===== config.mk =====
export PLATFORM = sky130hd
export DESIGN_NAME = caldec_fifo
export DESIGN_NICKNAME = d
export VERILOG_FILES = /design/src/sv/caldec_pkg.sv /design/src/sv/caldec_fifo.sv
export SDC_FILE = /design/constraint.sdc
export NUM_CORES = 1
export LEC_CHECK = 0
export ABC_AREA = 1
export BUFFER_PORTS_ARGS = -buffer_cell sky130_fd_sc_hd__buf_2
export CORE_AREA = 2 2 165 287
export DETAILED_ROUTE_END_ITERATION = 10
export DIE_AREA = 0 0 167 289
export REMOVE_ABC_BUFFERS = 1
export SYNTH_ARGS = -nofsm -noshare
export SYNTH_HDL_FRONTEND = slang
export SYNTH_SLANG_ARGS = --single-unit

===== constraint.sdc =====
create_clock -name clk -period 6.4 [get_ports clk]
set_input_delay 0.32 -clock clk [delete_from_list [all_inputs] [get_ports clk]]
set_output_delay 0.32 -clock clk [all_outputs]
set_load 0.01 [all_outputs]

===== src/sv/caldec_pkg.sv =====
// ----------------------------------------------------------------------------
// caldec_pkg
// Shared types, codes and the log table builder of the digit calibrator.
// ----------------------------------------------------------------------------
package caldec_pkg;

  localparam logic FUNC_LOAD  = 1'b0;
  localparam logic FUNC_DIGIT = 1'b1;

  localparam logic REG_ENERGY_CUT = 1'b0;
  localparam logic REG_TIME_CUT   = 1'b1;

  localparam logic [30:0] ENERGY_CUT_RESET = 31'd10000;
  localparam logic [14:0] TIME_CUT_RESET   = 15'd100;

  localparam logic [13:0] COUNT_MAX = 14'd16383;
  localparam logic [31:0] LN2_Q32   = 32'd2977044472;

  localparam int QDEPTH = 4;
  localparam int QPTR_W = 2;
  localparam int QCNT_W = 3;

  typedef struct packed {
    logic [13:0]        cell_id;
    logic               bad;
    logic signed [18:0] amplitude;
    logic signed [15:0] time_fit;
    logic               last;
    logic [23:0]        gain;
    logic signed [17:0] nonlin;
  } digit_t;

  typedef struct packed {
    logic [30:0] energy_cut;
    logic [14:0] time_cut;
  } cuts_t;

  typedef enum logic [2:0] {
    ST_IDLE, ST_LOG, ST_LN, ST_FAC, ST_PROD, ST_MUL, ST_SUM, ST_EMIT
  } back_state_t;

  // log2(1 + i / 2^bits) in Q.16 by repeated squaring
  function automatic logic [16:0] log_entry(input int i, input int bits);
    logic [63:0] y;
    logic [16:0] acc;
    logic [17:0] rnd;
    y   = (64'd1 << 30) + (64'(i) << (30 - bits));
    acc = '0;
    for (int k = 0; k < 17; k++) begin
      y   = (y * y) >> 30;
      acc = {acc[15:0], 1'b0};
      if (y >= (64'd1 << 31)) begin
        acc[0] = 1'b1;
        y      = y >> 1;
      end
    end
    rnd = 18'(acc) + 18'd1;
    return rnd[17:1];
  endfunction

endpackage


===== src/sv/caldec_fifo.sv =====
// ----------------------------------------------------------------------------
// caldec_fifo
// Short queue of looked-up digits between the front and the back.
// ----------------------------------------------------------------------------
module caldec_fifo import caldec_pkg::*; (
  input  logic              clk,
  input  logic              rst_n,
  input  logic              push,
  input  digit_t            push_data,
  input  logic              pop,
  output digit_t            head,
  output logic              head_valid,
  output logic [QCNT_W-1:0] count
);

  digit_t              q_r [QDEPTH];
  logic [QPTR_W-1:0]   wp_r;
  logic [QPTR_W-1:0]   rp_r;
  logic [QCNT_W-1:0]   cnt_r;

  always_ff @(posedge clk) begin
    if (push) begin
      q_r[wp_r] <= push_data;
    end
  end

  always_ff @(posedge clk) begin
    if (!rst_n) begin
      wp_r  <= '0;
      rp_r  <= '0;
      cnt_r <= '0;
    end else begin
      if (push) wp_r <= wp_r + QPTR_W'(1);
      if (pop)  rp_r <= rp_r + QPTR_W'(1);
      cnt_r <= cnt_r + QCNT_W'(push) - QCNT_W'(pop);
    end
  end

  assign head       = q_r[rp_r];
  assign head_valid = cnt_r != '0;
  assign count      = cnt_r;

endmodule


; ---- After elaboration in Yosys (flattened, before gate mapping)
; Memory sizes are Yosys's and may differ from the RTL's. A register that Yosys moved wholly into a read port is not among the register bits.
; Index checks and enable logic that the tools add are counted.
[totals]
register_bits = 7
ram_bits = 372
inputBits = 97
out_inout_bits = 97
word_cells = 13
n_memories = 1
[mem_list]
columns = name, words, width, rd, rd_ports_with_merged_regs, write_ports, line_no
row1 = q_r, 4, 93, 1, 1, 1, caldec_fifo.sv:16  ; digit_t q_r [QDEPTH];
[op_classes]
add_sub_neg = 4
n_mux = 4
n_reduce_logical = 1
[ops]
columns = op, count
row1 = adder 2 x 1 -> 2 bit (second input constant), 2
row2 = 2-to-1 mux 2 bit, 2
row3 = adder 3 x 1 -> 3 bit, 1
row4 = nonzero test 3 bit, 1
row5 = subtractor 3 x 1 -> 3 bit, 1
row6 = 2-to-1 mux 1 bit, 2

; ---- Logic depth before layout (Yosys ltp)
; Gate-level depths: netlist (run 1).
[logic_depth]
depth_word = 3
mapped_depth = 8
mapped_depth_nobuf = 8

; ---- Worst setup path before layout (run 1)
; OpenSTA, ideal clock, no wires.
[synth_path]
path_kind = reg-to-reg
start = register wp_r[0]
end = memory q_r[2][0] (netlist bit), enable pin
setup_ps = 447
arrival_time_ps = 2386
required_time_ps = 5953
slack_ps = 3567
stages_incl_launch_ff = 5
synth_period_minus_slack_ps = 2833
cell_sequence = dfxtp_1 inv_1 ha_1 nand2_1 inv_1
[synth_lines]
columns = item, line_no
row1 = start: declaration, caldec_fifo.sv:17  ; logic [QPTR_W-1:0] wp_r;
row2 = start signal: assignment, caldec_fifo.sv:33  ; if (push) wp_r <= wp_r + QPTR_W'(1);
row3 = end: declaration, caldec_fifo.sv:16
; No word-level cell before the write port.

==> metrics.log, run 1 <==
INFO  metric status = finished clean
INFO  metric worst_path_most_repeated_cell = sky130_fd_sc_hd__nand2_1
INFO  metric detailedPlacementHpwl = 18.6 mm
INFO  metric layout_common_cells = sky130_fd_sc_hd__edfxtp_1 (372), sky130_fd_sc_hd__inv_1 (197), sky130_fd_sc_hd__nand2_1 (196), sky130_fd_sc_hd__buf_2 (193), sky130_fd_sc_hd__a21oi_1 (99)
INFO  metric core = 45900 um2
INFO  metric final_max_slew_viol_count = 0
INFO  metric fp.dieArea = 48300 um2
INFO  metric cell_types_occupying_the_most_area_after_synthesis = sky130_fd_sc_hd__edfxtp_1 (75%), sky130_fd_sc_hd__inv_1 (5.0%), sky130_fd_sc_hd__nand2_1 (4.9%)
INFO  metric yosysSeqAreaShare = 0.758
INFO  metric yosys_warnings = 0
INFO  metric hold_viol_final = 0
INFO  metric critical_path.cell_chain = buf_4, nand2_1, o211ai_1, nand2_1, buf_2
INFO  metric total_switching_power = 1240 uW
INFO  metric ir_drop = 0.213 mV
INFO  metric die_h = 289 um
INFO  metric numCtsBuffers = 36
INFO  metric worst_setup_hold_path_clk_slew = 0.06 ns
INFO  metric num_io_pins = 194
INFO  metric timing_worst_setup_path_type = flip-flop to output pin
INFO  metric cap_viol_max_count = 0
INFO  metric cell_internal_pwr = 4230 uW
INFO  metric clock_power_share = 0.376
INFO  metric worst_slew_pin_slew = 1.15 ns
INFO  metric swShare = 0.227
INFO  metric grt_antenna_before_repair = 5
INFO  metric drt_wl_total = 31.9 mm
INFO  metric synth_top_area_frac = 0.746
INFO  metric worstSetupStartpointType = flip-flop
INFO  metric layout.cells.most_common = sky130_fd_sc_hd__edfxtp_1
INFO  metric worst_clock_skew = 0.00862 ns
INFO  metric drt-wirelength-per-cell = 16.1 um
INFO  metric grt_ovf = 0
INFO  metric floorplan.rows = 104
INFO  metric post_synth_instance_area = 15000 um2
INFO  metric power.leakage = 0.00697 uW
INFO  metric power_per_standard_cell_area = 302 nW/um2
INFO  metric die_w = 167 um
INFO  metric grt_start_max_net_pins = 177
INFO  metric globalplace.congestion = 0.740
INFO  metric timing.reg2reg.setup_slack = 3.97 ns
INFO  metric final.period_utilization = 0.500
INFO  metric clock_tree.buffer_depth = 3
INFO  metric hold-worst-slack = 0.0255 ns
INFO  metric routed_via_density = 4.59
INFO  metric timing.critical_path.slowest_stage_cell = sky130_fd_sc_hd__buf_4
INFO  metric post_synthesis_cell_type_count = 14
INFO  metric antenna_left = 0
INFO  metric count_of_buffers_inserted_at_the_top_level_ports = 193
INFO  metric timing.hold.worst.class = input port to flip-flop
INFO  metric cts_repair_resize_count = 0
INFO  metric timing.critical_path.arrival = 2.88 ns
INFO  metric drc = 0
INFO  metric grt_first_pass_wirelength = 48.6 mm
INFO  metric end_kind = output pin
INFO  metric post_route_cells_drive_above_1_share = 0.183
INFO  metric tightest_slew_margin_relative_to_the_limit = 0.234
INFO  metric grt_setup_unrepaired = false
INFO  metric design_power_total = 5470 uW
INFO  metric cp_peak_stage_delay = 0.91 ns
INFO  metric finalCriticalPeriod = 3.20 ns
INFO  metric cp_max_fo = 128
INFO  metric cp.required = 6.08 ns
INFO  metric netlist_instances = 1139
INFO  metric syn2layout_area_growth = 20.9%
INFO  metric finalInstanceArea = 18100 um2
INFO  metric worstSkewPairLatency = 0.51 ns
INFO  metric power_frac_comb = 0.095
INFO  metric clock_root_buffer = sky130_fd_sc_hd__clkbuf_16
INFO  metric synth_seq_cells = 381
INFO  metric cts.htree.levels = 2
INFO  metric via_count = 9089
INFO  metric globalRouteTotalUtil = 0.129
INFO  metric floorplan.initialDensity = 0.326
INFO  metric fin_nets = 1476
INFO  metric dpl-instance-area = 16400 um2
INFO  metric cts_tree = built
INFO  metric finalSetupViolations = 0
INFO  metric number_of_global_route_vias_before_repair = 9164
INFO  metric synth_top_cell_by_area = sky130_fd_sc_hd__edfxtp_1
INFO  metric clock_sink_count = 381
INFO  metric drt_first_iter_violations = 614
INFO  metric share_seq_of_total_power = 0.529
INFO  metric fmax = 0.312 GHz
INFO  metric dr.pass1.iters = 5
INFO  metric synth.avg_cell_area = 13.2 um2
power by group through the flow:
stage | Clock [uW] | Sequential [uW] | Combinational, uW
floorplan | 0 | 2980 | 251
global placement | 0 | 2940 | 491
detailed placement | 0 | 2950 | 506
CTS | 2120 | 2890 | 536
global route | 2210 | 2900 | 586
finish | 2060 | 2890 | 520
critical path: cells and delay by family (launching register included):
| kind | cells | cell delay [ns] |
|---|---|---|
| buffers and inverters | 2 | 1.07 |
| flip-flops | 1 | 0.78 |
| AND/OR/NAND/NOR | 2 | 0.26 |
| AO/OA/AOI/OAI | 1 | 0.12 |
metal layers:
| layer | part of all wire | global-route usage | wire (um) | up-vias |
|---|---|---|---|---|
| met3 | 0.048 | 0.0234 | 1520 | 68 |
| met4 | 0.031 | 0.0526 | 1000 | 4 |
| met2 | 0.54 | 0.242 | 17100 | 216 |
| met1 | 0.38 | 0.142 | 12300 | 4381 |
| li1 | - | - | - | 4420 |
| met5 | 0.00085 | 0 | 27 | - |
cells in the mapped netlist:
library cell and number:
sky130_fd_sc_hd__dfxtp_1 9, sky130_fd_sc_hd__ha_1 6, sky130_fd_sc_hd__o21ai_0 97, sky130_fd_sc_hd__nand2_1 196
sky130_fd_sc_hd__a21oi_1 99, sky130_fd_sc_hd__clkbuf_1 13, sky130_fd_sc_hd__nand3_1 2, sky130_fd_sc_hd__edfxtp_1 372
sky130_fd_sc_hd__inv_1 201, sky130_fd_sc_hd__o211ai_1 93, sky130_fd_sc_hd__fa_1 1, sky130_fd_sc_hd__nor2_1 1
sky130_fd_sc_hd__buf_2 40, sky130_fd_sc_hd__buf_6 9
sequential cells by signal, indices dropped and copies added (netlist names), named ones only:
name / cells
count: 3
wp_r: 2
rp_r: 2
q_r: 372
logic make-up after synthesis:
kind of cell | count (synthesis) | share of synthesized area
fa+ha+maj | 7 | 0.00635
flops | 381 | 0.758
compound gates | 289 | 0.112
simple gates | 199 | 0.0500
buf+inv | 263 | 0.0738
cell type report:
cell class                      count  area [um2]
Timing Repair Buffer              257        1600
Inverter                          201         764
Sequential cell                   381       11400
Clock buffer                       48        1010
Clock inverter                     13         121
Antenna cell                        3        7.51
Multi-Input combinational cell    495        2520
Tap cell                          583         729
Fill cell                        4340       27800
worst paths after layout:
| kind | start | end | cells past startpoint |
|---|---|---|---|
| max | flip-flop | head[24] | 5 |
| min | push_data[29] | q_r[2][29] | 1 |
| max reg2reg | wp_r[0] | q_r[0][57] | 5 |
| min reg2reg | rp_r[1] | flip-flop | 2 |
per-stage QoR:
step           setup slack, ns  TNS, ns   util  cells
6_report                  3.20        0  0.394   1981
5_1_grt                   2.85        0  0.394   1980
4_1_cts                   3.12        0  0.394   1978
3_5_place_dp              3.70        0  0.357   1861
3_3_place_gp              3.75        0  0.357   1861
2_1_floorplan           -0.562   -52.11      -   1077
repair_timing:
| action | CTS | global route |
|---|---|---|
| buffers inserted | 0 | 0 |
| hold buffers | 56 | 0 |
| hold endpoints to repair | 205 | 0 |
(Power assumes the default switching activity.)
==> run 2, diff against run 1 <==
==> constraint.sdc (replaced) <==
create_clock -name clk -period 2.94 [get_ports clk]
set_input_delay 0.147 -clock clk [delete_from_list [all_inputs] [get_ports clk]]
set_output_delay 0.147 -clock clk [all_outputs]
set_load 0.01 [all_outputs]
==> run 2 against run 1 <==
Compared with the run above: core utilization rose by 1.3 points; via count rose by 0.83%; total power rose by 120%; final area rose by 3.3%; routed wire length rose by 0.61%; clock skew rose by 0.0023 ns; worst hold slack improved by 0.36 ns; register-to-register slack got worse by 2.7 ns; sequential power rose by 120%; sequential share of layout area fell by 2.0 points; critical path depth did not move; die area did not move.
==> metrics.log, run 2 (synthesis results as in run 1) <==
INFO  metric fp.dieArea = 48300 um2 (unchanged)
INFO  metric floorplan.rows = 104 (unchanged)
INFO  metric grt_first_pass_wirelength = 48.8 mm (was 48.6 mm)
INFO  metric cp_max_fo = 50 (was 128)
INFO  metric clock_sink_count = 381 (unchanged)
INFO  metric clock_tree.buffer_depth = 3 (unchanged)
INFO  metric cts_tree = built (unchanged)
INFO  metric largest_register_ff_count = 372 (unchanged)
INFO  metric timing_worst_setup_path_type = flip-flop to output pin (unchanged)
INFO  metric globalplace.congestion = 0.768 (was 0.740)
INFO  metric end_kind = output pin (unchanged)
INFO  metric hold_viol_final = 0 (unchanged)
INFO  metric design_power_total = 11900 uW (was 5470 uW)
INFO  metric power_per_standard_cell_area = 637 nW/um2 (was 302 nW/um2)
INFO  metric cap_viol_max_count = 0 (unchanged)
INFO  metric core = 45900 um2 (unchanged)
INFO  metric fmax = 0.434 GHz
INFO  metric final.period_utilization = 0.784
INFO  metric drt_wl_total = 32.1 mm (was 31.9 mm)
INFO  metric routed_via_density = 4.50 (was 4.59)
INFO  metric finalCriticalPeriod = 2.30 ns
INFO  metric number_of_global_route_vias_before_repair = 8940 (was 9164)
INFO  metric timing.critical_path.slowest_stage_cell = sky130_fd_sc_hd__dfxtp_4 (was sky130_fd_sc_hd__buf_4)
INFO  metric drt_first_iter_violations = 672 (was 614)
INFO  metric cp.required = 2.79 ns (was 6.08 ns)
INFO  metric hold-worst-slack = 0.387 ns (was 0.0255 ns)
INFO  metric antenna_left = 0 (unchanged)
INFO  metric ir_drop = 0.437 mV (was 0.213 mV)
INFO  metric die_w = 167 um (unchanged)
INFO  metric numCtsBuffers = 37 (was 36)
INFO  metric critical_path.cell_chain = buf_4, a21oi_1, o21ai_0, nand2_1, buf_2 (was buf_4, nand2_1, o211ai_1, nand2_1, buf_2)
INFO  metric detailedPlacementHpwl = 20.0 mm (was 18.6 mm)
INFO  metric grt_setup_unrepaired = false (unchanged)
INFO  metric clock_root_buffer = sky130_fd_sc_hd__clkbuf_16 (unchanged)
INFO  metric drt-wirelength-per-cell = 15.8 um (was 16.1 um)
INFO  metric globalRouteTotalUtil = 0.129 (about the same)
INFO  metric post_route_cells_drive_above_1_share = 0.187 (was 0.183)
INFO  metric timing.critical_path.arrival = 2.16 ns (was 2.88 ns)
INFO  metric die_h = 289 um (unchanged)
INFO  metric finalSetupViolations = 0 (unchanged)
INFO  metric power.leakage = 0.00724 uW (was 0.00697 uW)
INFO  metric via_count = 9164 (was 9089)
INFO  metric grt_start_max_net_pins = 84 (was 177)
INFO  metric num_io_pins = 194 (unchanged)
INFO  metric dr.pass1.iters = 5 (unchanged)
INFO  metric tightest_slew_margin_relative_to_the_limit = 0.597 (was 0.234)
INFO  metric cp_peak_stage_delay = 0.74 ns (was 0.91 ns)
INFO  metric worstSkewPairLatency = 0.52 ns (was 0.51 ns)
INFO  metric worst_slew_pin_slew = 0.605 ns (was 1.15 ns)
INFO  metric fin_util = 0.407 (was 0.394)
INFO  metric count_of_buffers_inserted_at_the_top_level_ports = 193 (unchanged)
INFO  metric status = finished clean (unchanged)
INFO  metric fin_nets = 1531 (was 1476)
INFO  metric worst_setup_hold_path_clk_slew = 0.07 ns (was 0.06 ns)
INFO  metric syn2layout_area_growth = 24.9% (was 20.9%)
INFO  metric worst_clock_skew = 0.0110 ns (was 0.00862 ns)
INFO  metric worstSetupStartpointType = flip-flop (unchanged)
INFO  metric most_flop_heavy_register = q_r (unchanged)
INFO  metric final_max_slew_viol_count = 0 (unchanged)
INFO  metric timing.hold.worst.class = input port to flip-flop (unchanged)
INFO  metric grt_antenna_before_repair = 3 (was 5)
INFO  metric drc = 0 (unchanged)
INFO  metric setup_tns = 0 ns (unchanged)
INFO  metric cts.htree.levels = 2 (unchanged)
INFO  metric layout_common_cells = sky130_fd_sc_hd__edfxtp_1 (372), sky130_fd_sc_hd__inv_1 (197), sky130_fd_sc_hd__nand2_1 (196), sky130_fd_sc_hd__buf_2 (193), sky130_fd_sc_hd__a21oi_1 (99) (unchanged)
INFO  metric layout.cells.most_common = sky130_fd_sc_hd__edfxtp_1 (unchanged)
INFO  metric floorplan.initialDensity = 0.326 (unchanged)
INFO  metric grt_ovf = 0 (unchanged)
[run 2: cell types whose count changed in the layout (fill, tap and decap cells not counted), sizes merged]
cell         delta
diode           -2
inv             +2
clkinv          +7
bufinv          -1
dlygate4sd3    +41
clkbuf          -3
buf            +13
clkinvlp        -1
[run 2: metal layers]
metal  track usage  up-vias  share of wire  routed length [um]
li1              -     4542              -                   -
met1         0.147     4354           0.40               12800
met2         0.234      192           0.52               16700
met3        0.0228       70          0.040                1300
met4        0.0597        6          0.041                1310
met5             0        -         0.0014                  44
[run 2: area by class of cell]
type | instances | area [um2]
multi-input cells | 495 | 2520
fillers | 4212 | 27200
repair buffers | 311 | 2220
diodes | 1 | 2.50
inverters | 201 | 764
clock inverters | 20 | 154
well taps | 583 | 729
flip-flops and latches | 381 | 11400
clock buffers | 45 | 956
[run 2: timing repair]
item,CTS,global route
setup buffers,0,0
hold buffers,97,0
hold endpoints to repair,381,0
gates resized for setup,0,0
[run 2: per-stage QoR]
step | cell area (um2) | instances | setup slack [ns]
after floorplan | 14600 | 1077 | -3.85
after global routing | 18700 | 2036 | 0.419
after global placement | 16600 | 1874 | 1.22
after detailed placement | 16600 | 1874 | 1.16
final | 18700 | 2037 | 0.636
after CTS | 18700 | 2036 | 0.590
[run 2: worst paths after layout]
path                            cells after the start         end     startpoint  slack (ns)
worst max-delay path                                5    head[79]      flip-flop        0.64
worst min-delay path                                2  q_r[2][54]  push_data[54]        0.39
worst max register to register                      4  q_r[3][68]        wp_r[0]        1.24
worst min register to register                      2   flip-flop        rp_r[1]        0.47
[run 2: power breakdown]
group	switching (uW)	total, uW	internal [uW]
Combinational	759	1230	468
Clock	1970	4400	2430
Sequential	81.2	6290	6210
[run 2: critical path, delay by kind of cell, from the launching register on]
kind | cells | cell delay (ns)
AND/OR/NAND/NOR | 1 | 0.07
AO/OA/AOI/OAI | 2 | 0.22
buffers and inverters | 2 | 0.59
flip-flops | 1 | 0.74
==> run 3, diff against run 2 <==
==> constraint.sdc (replaced) <==
create_clock -name clk -period 2.4 [get_ports clk]
set_input_delay 0.12 -clock clk [delete_from_list [all_inputs] [get_ports clk]]
set_output_delay 0.12 -clock clk [all_outputs]
set_load 0.01 [all_outputs]
==> run 3 against run 2 <==
Compared with the run above: via count rose by 0.96%; first-iteration DRC count decreased by 27%; sequential power up 22%; critical path type unchanged; critical endpoint is now head[39].
==> metrics.log, run 3 (synthesis results as in run 1) <==
INFO  metric cap_viol_max_count = 0 (unchanged)
INFO  metric grt_ovf = 0 (unchanged)
INFO  metric sequential_cell_area = 11400 um2 (unchanged)
INFO  metric num_io_pins = 194 (unchanged)
INFO  metric hold_start = push_data[27] (was push_data[54])
INFO  metric global_routing_usage_on_met2 = 0.247 (was 0.234)
INFO  metric die_h = 289 um (unchanged)
INFO  metric numPlacedInstances = 1876 (was 1874)
INFO  metric grt_setup_unrepaired = false (unchanged)
INFO  metric timing.hold.worst.class = input port to flip-flop (unchanged)
INFO  metric finalCriticalPeriod = 2.18 ns
INFO  metric cp.required = 2.28 ns (was 2.79 ns)
INFO  metric antenna_left = 0 (unchanged)
INFO  metric drt-wirelength-per-cell = 15.8 um (about the same)
INFO  metric fp.dieArea = 48300 um2 (unchanged)
INFO  metric hold_viol_final = 0 (unchanged)
INFO  metric routed_via_density = 4.54 (was 4.50)
INFO  metric timing.hold.worst_path_depth = 2 (unchanged)
INFO  metric status = finished clean (unchanged)
INFO  metric cts_tree = built (unchanged)
INFO  metric r2r.worst_path.cells = 5 (was 4)
INFO  metric drt_first_iter_violations = 492 (was 672)
INFO  metric num-fill-cells = 4259 (was 4212)
INFO  metric cp_max_fo = 66 (was 50)
INFO  metric detailedPlacementHpwl = 19.5 mm (was 20.0 mm)
INFO  metric floorplan.rows = 104 (unchanged)
INFO  metric grt_antenna_before_repair = 6 (was 3)
INFO  metric cts.htree.levels = 2 (unchanged)
INFO  metric power_frac_comb = 0.104 (was 0.103)
INFO  metric layout_common_cells = sky130_fd_sc_hd__edfxtp_1 (372), sky130_fd_sc_hd__inv_1 (197), sky130_fd_sc_hd__nand2_1 (196), sky130_fd_sc_hd__buf_2 (193), sky130_fd_sc_hd__a21oi_1 (99) (unchanged)
INFO  metric final.period_utilization = 0.906
INFO  metric cts_repair_resize_count = 0 (unchanged)
INFO  metric timing.critical_path.arrival = 2.06 ns (was 2.16 ns)
INFO  metric worst_hold_path.endpoint = q_r[3][27] (was q_r[2][54])
INFO  metric globalRouteTotalUtil = 0.130 (was 0.129)
INFO  metric clock_root_buffer = sky130_fd_sc_hd__clkbuf_16 (unchanged)
INFO  metric tightest_slew_margin_relative_to_the_limit = 0.572 (was 0.597)
INFO  metric multi_input_area = 2520 um2 (unchanged)
INFO  metric fmax = 0.460 GHz
INFO  metric core = 45900 um2 (unchanged)
INFO  metric busiest_layer = met2 (unchanged)
INFO  metric power.leakage = 0.00731 uW (was 0.00724 uW)
INFO  metric final_max_slew_viol_count = 0 (unchanged)
INFO  metric clock_power_share = 0.385 (was 0.369)
INFO  metric worst_setup_hold_path_clk_slew = 0.06 ns (was 0.07 ns)
INFO  metric floorplan.initialDensity = 0.326 (unchanged)
INFO  metric dr.pass1.iters = 5 (unchanged)
INFO  metric share_seq_of_total_power = 0.512 (was 0.528)
INFO  metric end_kind = output pin (unchanged)
INFO  metric grt_start_max_net_pins = 97 (was 84)
INFO  metric cts_hold_buf = 97 (unchanged)
INFO  metric post_route_cells_drive_above_1_share = 0.188 (was 0.187)
INFO  metric drt_wl_total = 32.3 mm (was 32.1 mm)
INFO  metric ir_drop = 0.506 mV (was 0.437 mV)
INFO  metric grt.met3_usage = 0.0228 (unchanged)
INFO  metric stdcell_count = 2040 (was 2037)
INFO  metric timing_worst_setup_path_type = flip-flop to output pin (unchanged)
INFO  metric via_count = 9252 (was 9164)
INFO  metric clock_tree.buffer_depth = 3 (unchanged)
INFO  metric clock_sink_count = 381 (unchanged)
INFO  metric layout.cells.most_common = sky130_fd_sc_hd__edfxtp_1 (unchanged)
INFO  metric syn2layout_area_growth = 26.1% (was 24.9%)
INFO  metric reg2reg_from = wp_r[0] (unchanged)
INFO  metric finalSetupViolations = 0 (unchanged)
INFO  metric reg2reg_to = q_r[2][30] (was q_r[3][68])
INFO  metric setup_tns = 0 ns (unchanged)
INFO  metric most_flop_heavy_register = q_r (unchanged)
INFO  metric design_power_total = 15000 uW (was 11900 uW)
INFO  metric globalplace.congestion = 0.737 (was 0.768)
INFO  metric cell_internal_pwr = 11600 uW (was 9110 uW)
INFO  metric power_per_standard_cell_area = 795 nW/um2 (was 637 nW/um2)
INFO  metric post-cts-setup-buffer-count = 0 (unchanged)
INFO  metric groute.layer.met1.usage = 0.137 (was 0.147)
INFO  metric numCtsBuffers = 36 (was 37)
INFO  metric die_w = 167 um (unchanged)
INFO  metric worst_clock_skew = 0.00790 ns (was 0.0110 ns)
INFO  metric drc = 0 (unchanged)
INFO  metric grt_first_pass_wirelength = 49.1 mm (was 48.8 mm)
INFO  metric largest_register_ff_count = 372 (unchanged)
INFO  metric worst_slew_pin_slew = 0.641 ns (was 0.605 ns)
INFO  metric total_switching_power = 3380 uW (was 2810 uW)
INFO  metric worstSetupStartpointType = flip-flop (unchanged)
INFO  metric worstSkewPairLatency = 0.52 ns (about the same)
INFO  metric number_of_global_route_vias_before_repair = 9286 (was 8940)
INFO  metric swShare = 0.225 (was 0.236)
INFO  metric count_of_buffers_inserted_at_the_top_level_ports = 193 (unchanged)
INFO  metric timing.reg2reg.setup_slack = 0.78 ns (was 1.24 ns)
INFO  metric fin_nets = 1532 (was 1531)
## run 3: stage by stage
stage	utilization	area (um2)	hold slack, ns	setup slack, ns
2_1_floorplan	-	14600	0.212	-4.36
5_1_grt	0.411	18900	0.333	0.0207
3_5_place_dp	0.364	16700	0.336	0.717
3_3_place_gp	0.364	16700	0.331	0.741
4_1_cts	0.411	18900	0.318	0.187
6_report	0.411	18900	0.350	0.225
## run 3: worst max path at each step
stage | end
after floorplan | head[0]
after global placement | q_r[2][82]
after detailed placement | q_r[2][69]
after CTS | head[57]
after global routing | head[35]
final | head[39]
## run 3: layout make-up
| cell class | count | area share |
|---|---|---|
| clock buffer | 45 | 0.0517 |
| antenna | 3 | 0.000397 |
| sequential | 381 | 0.601 |
| clock inverter | 19 | 0.0118 |
| tap | 583 | 0.0386 |
| timing repair buffer | 313 | 0.122 |
| inverter | 201 | 0.0405 |
| multi-input combinational | 495 | 0.134 |
## run 3: power by group through the flow
stage	clock, uW	sequential, uW	combinational, uW
2_1_floorplan	0	7950	668
3_3_place_gp	0	7810	1430
3_5_place_dp	0	7820	1460
4_1_cts	5970	7680	1600
5_1_grt	6170	7700	1740
6_report	5770	7680	1550
## run 3: routing by layer
layer  up-vias  part of all wire  wire length, um
met5         -            0.0013               41
met3        65             0.040             1290
li1       4541                 -                -
met1      4455              0.38            12200
met4         6             0.040             1290
met2       185              0.54            17500
## run 3: critical path, cell delays in order (launching register included)
cell                      delay, ns
sky130_fd_sc_hd__dfxtp_4       0.54
sky130_fd_sc_hd__buf_12        0.32
sky130_fd_sc_hd__buf_12        0.24
sky130_fd_sc_hd__a21oi_1       0.08
sky130_fd_sc_hd__o21ai_0       0.09
sky130_fd_sc_hd__nand2_1       0.08
sky130_fd_sc_hd__buf_2         0.14
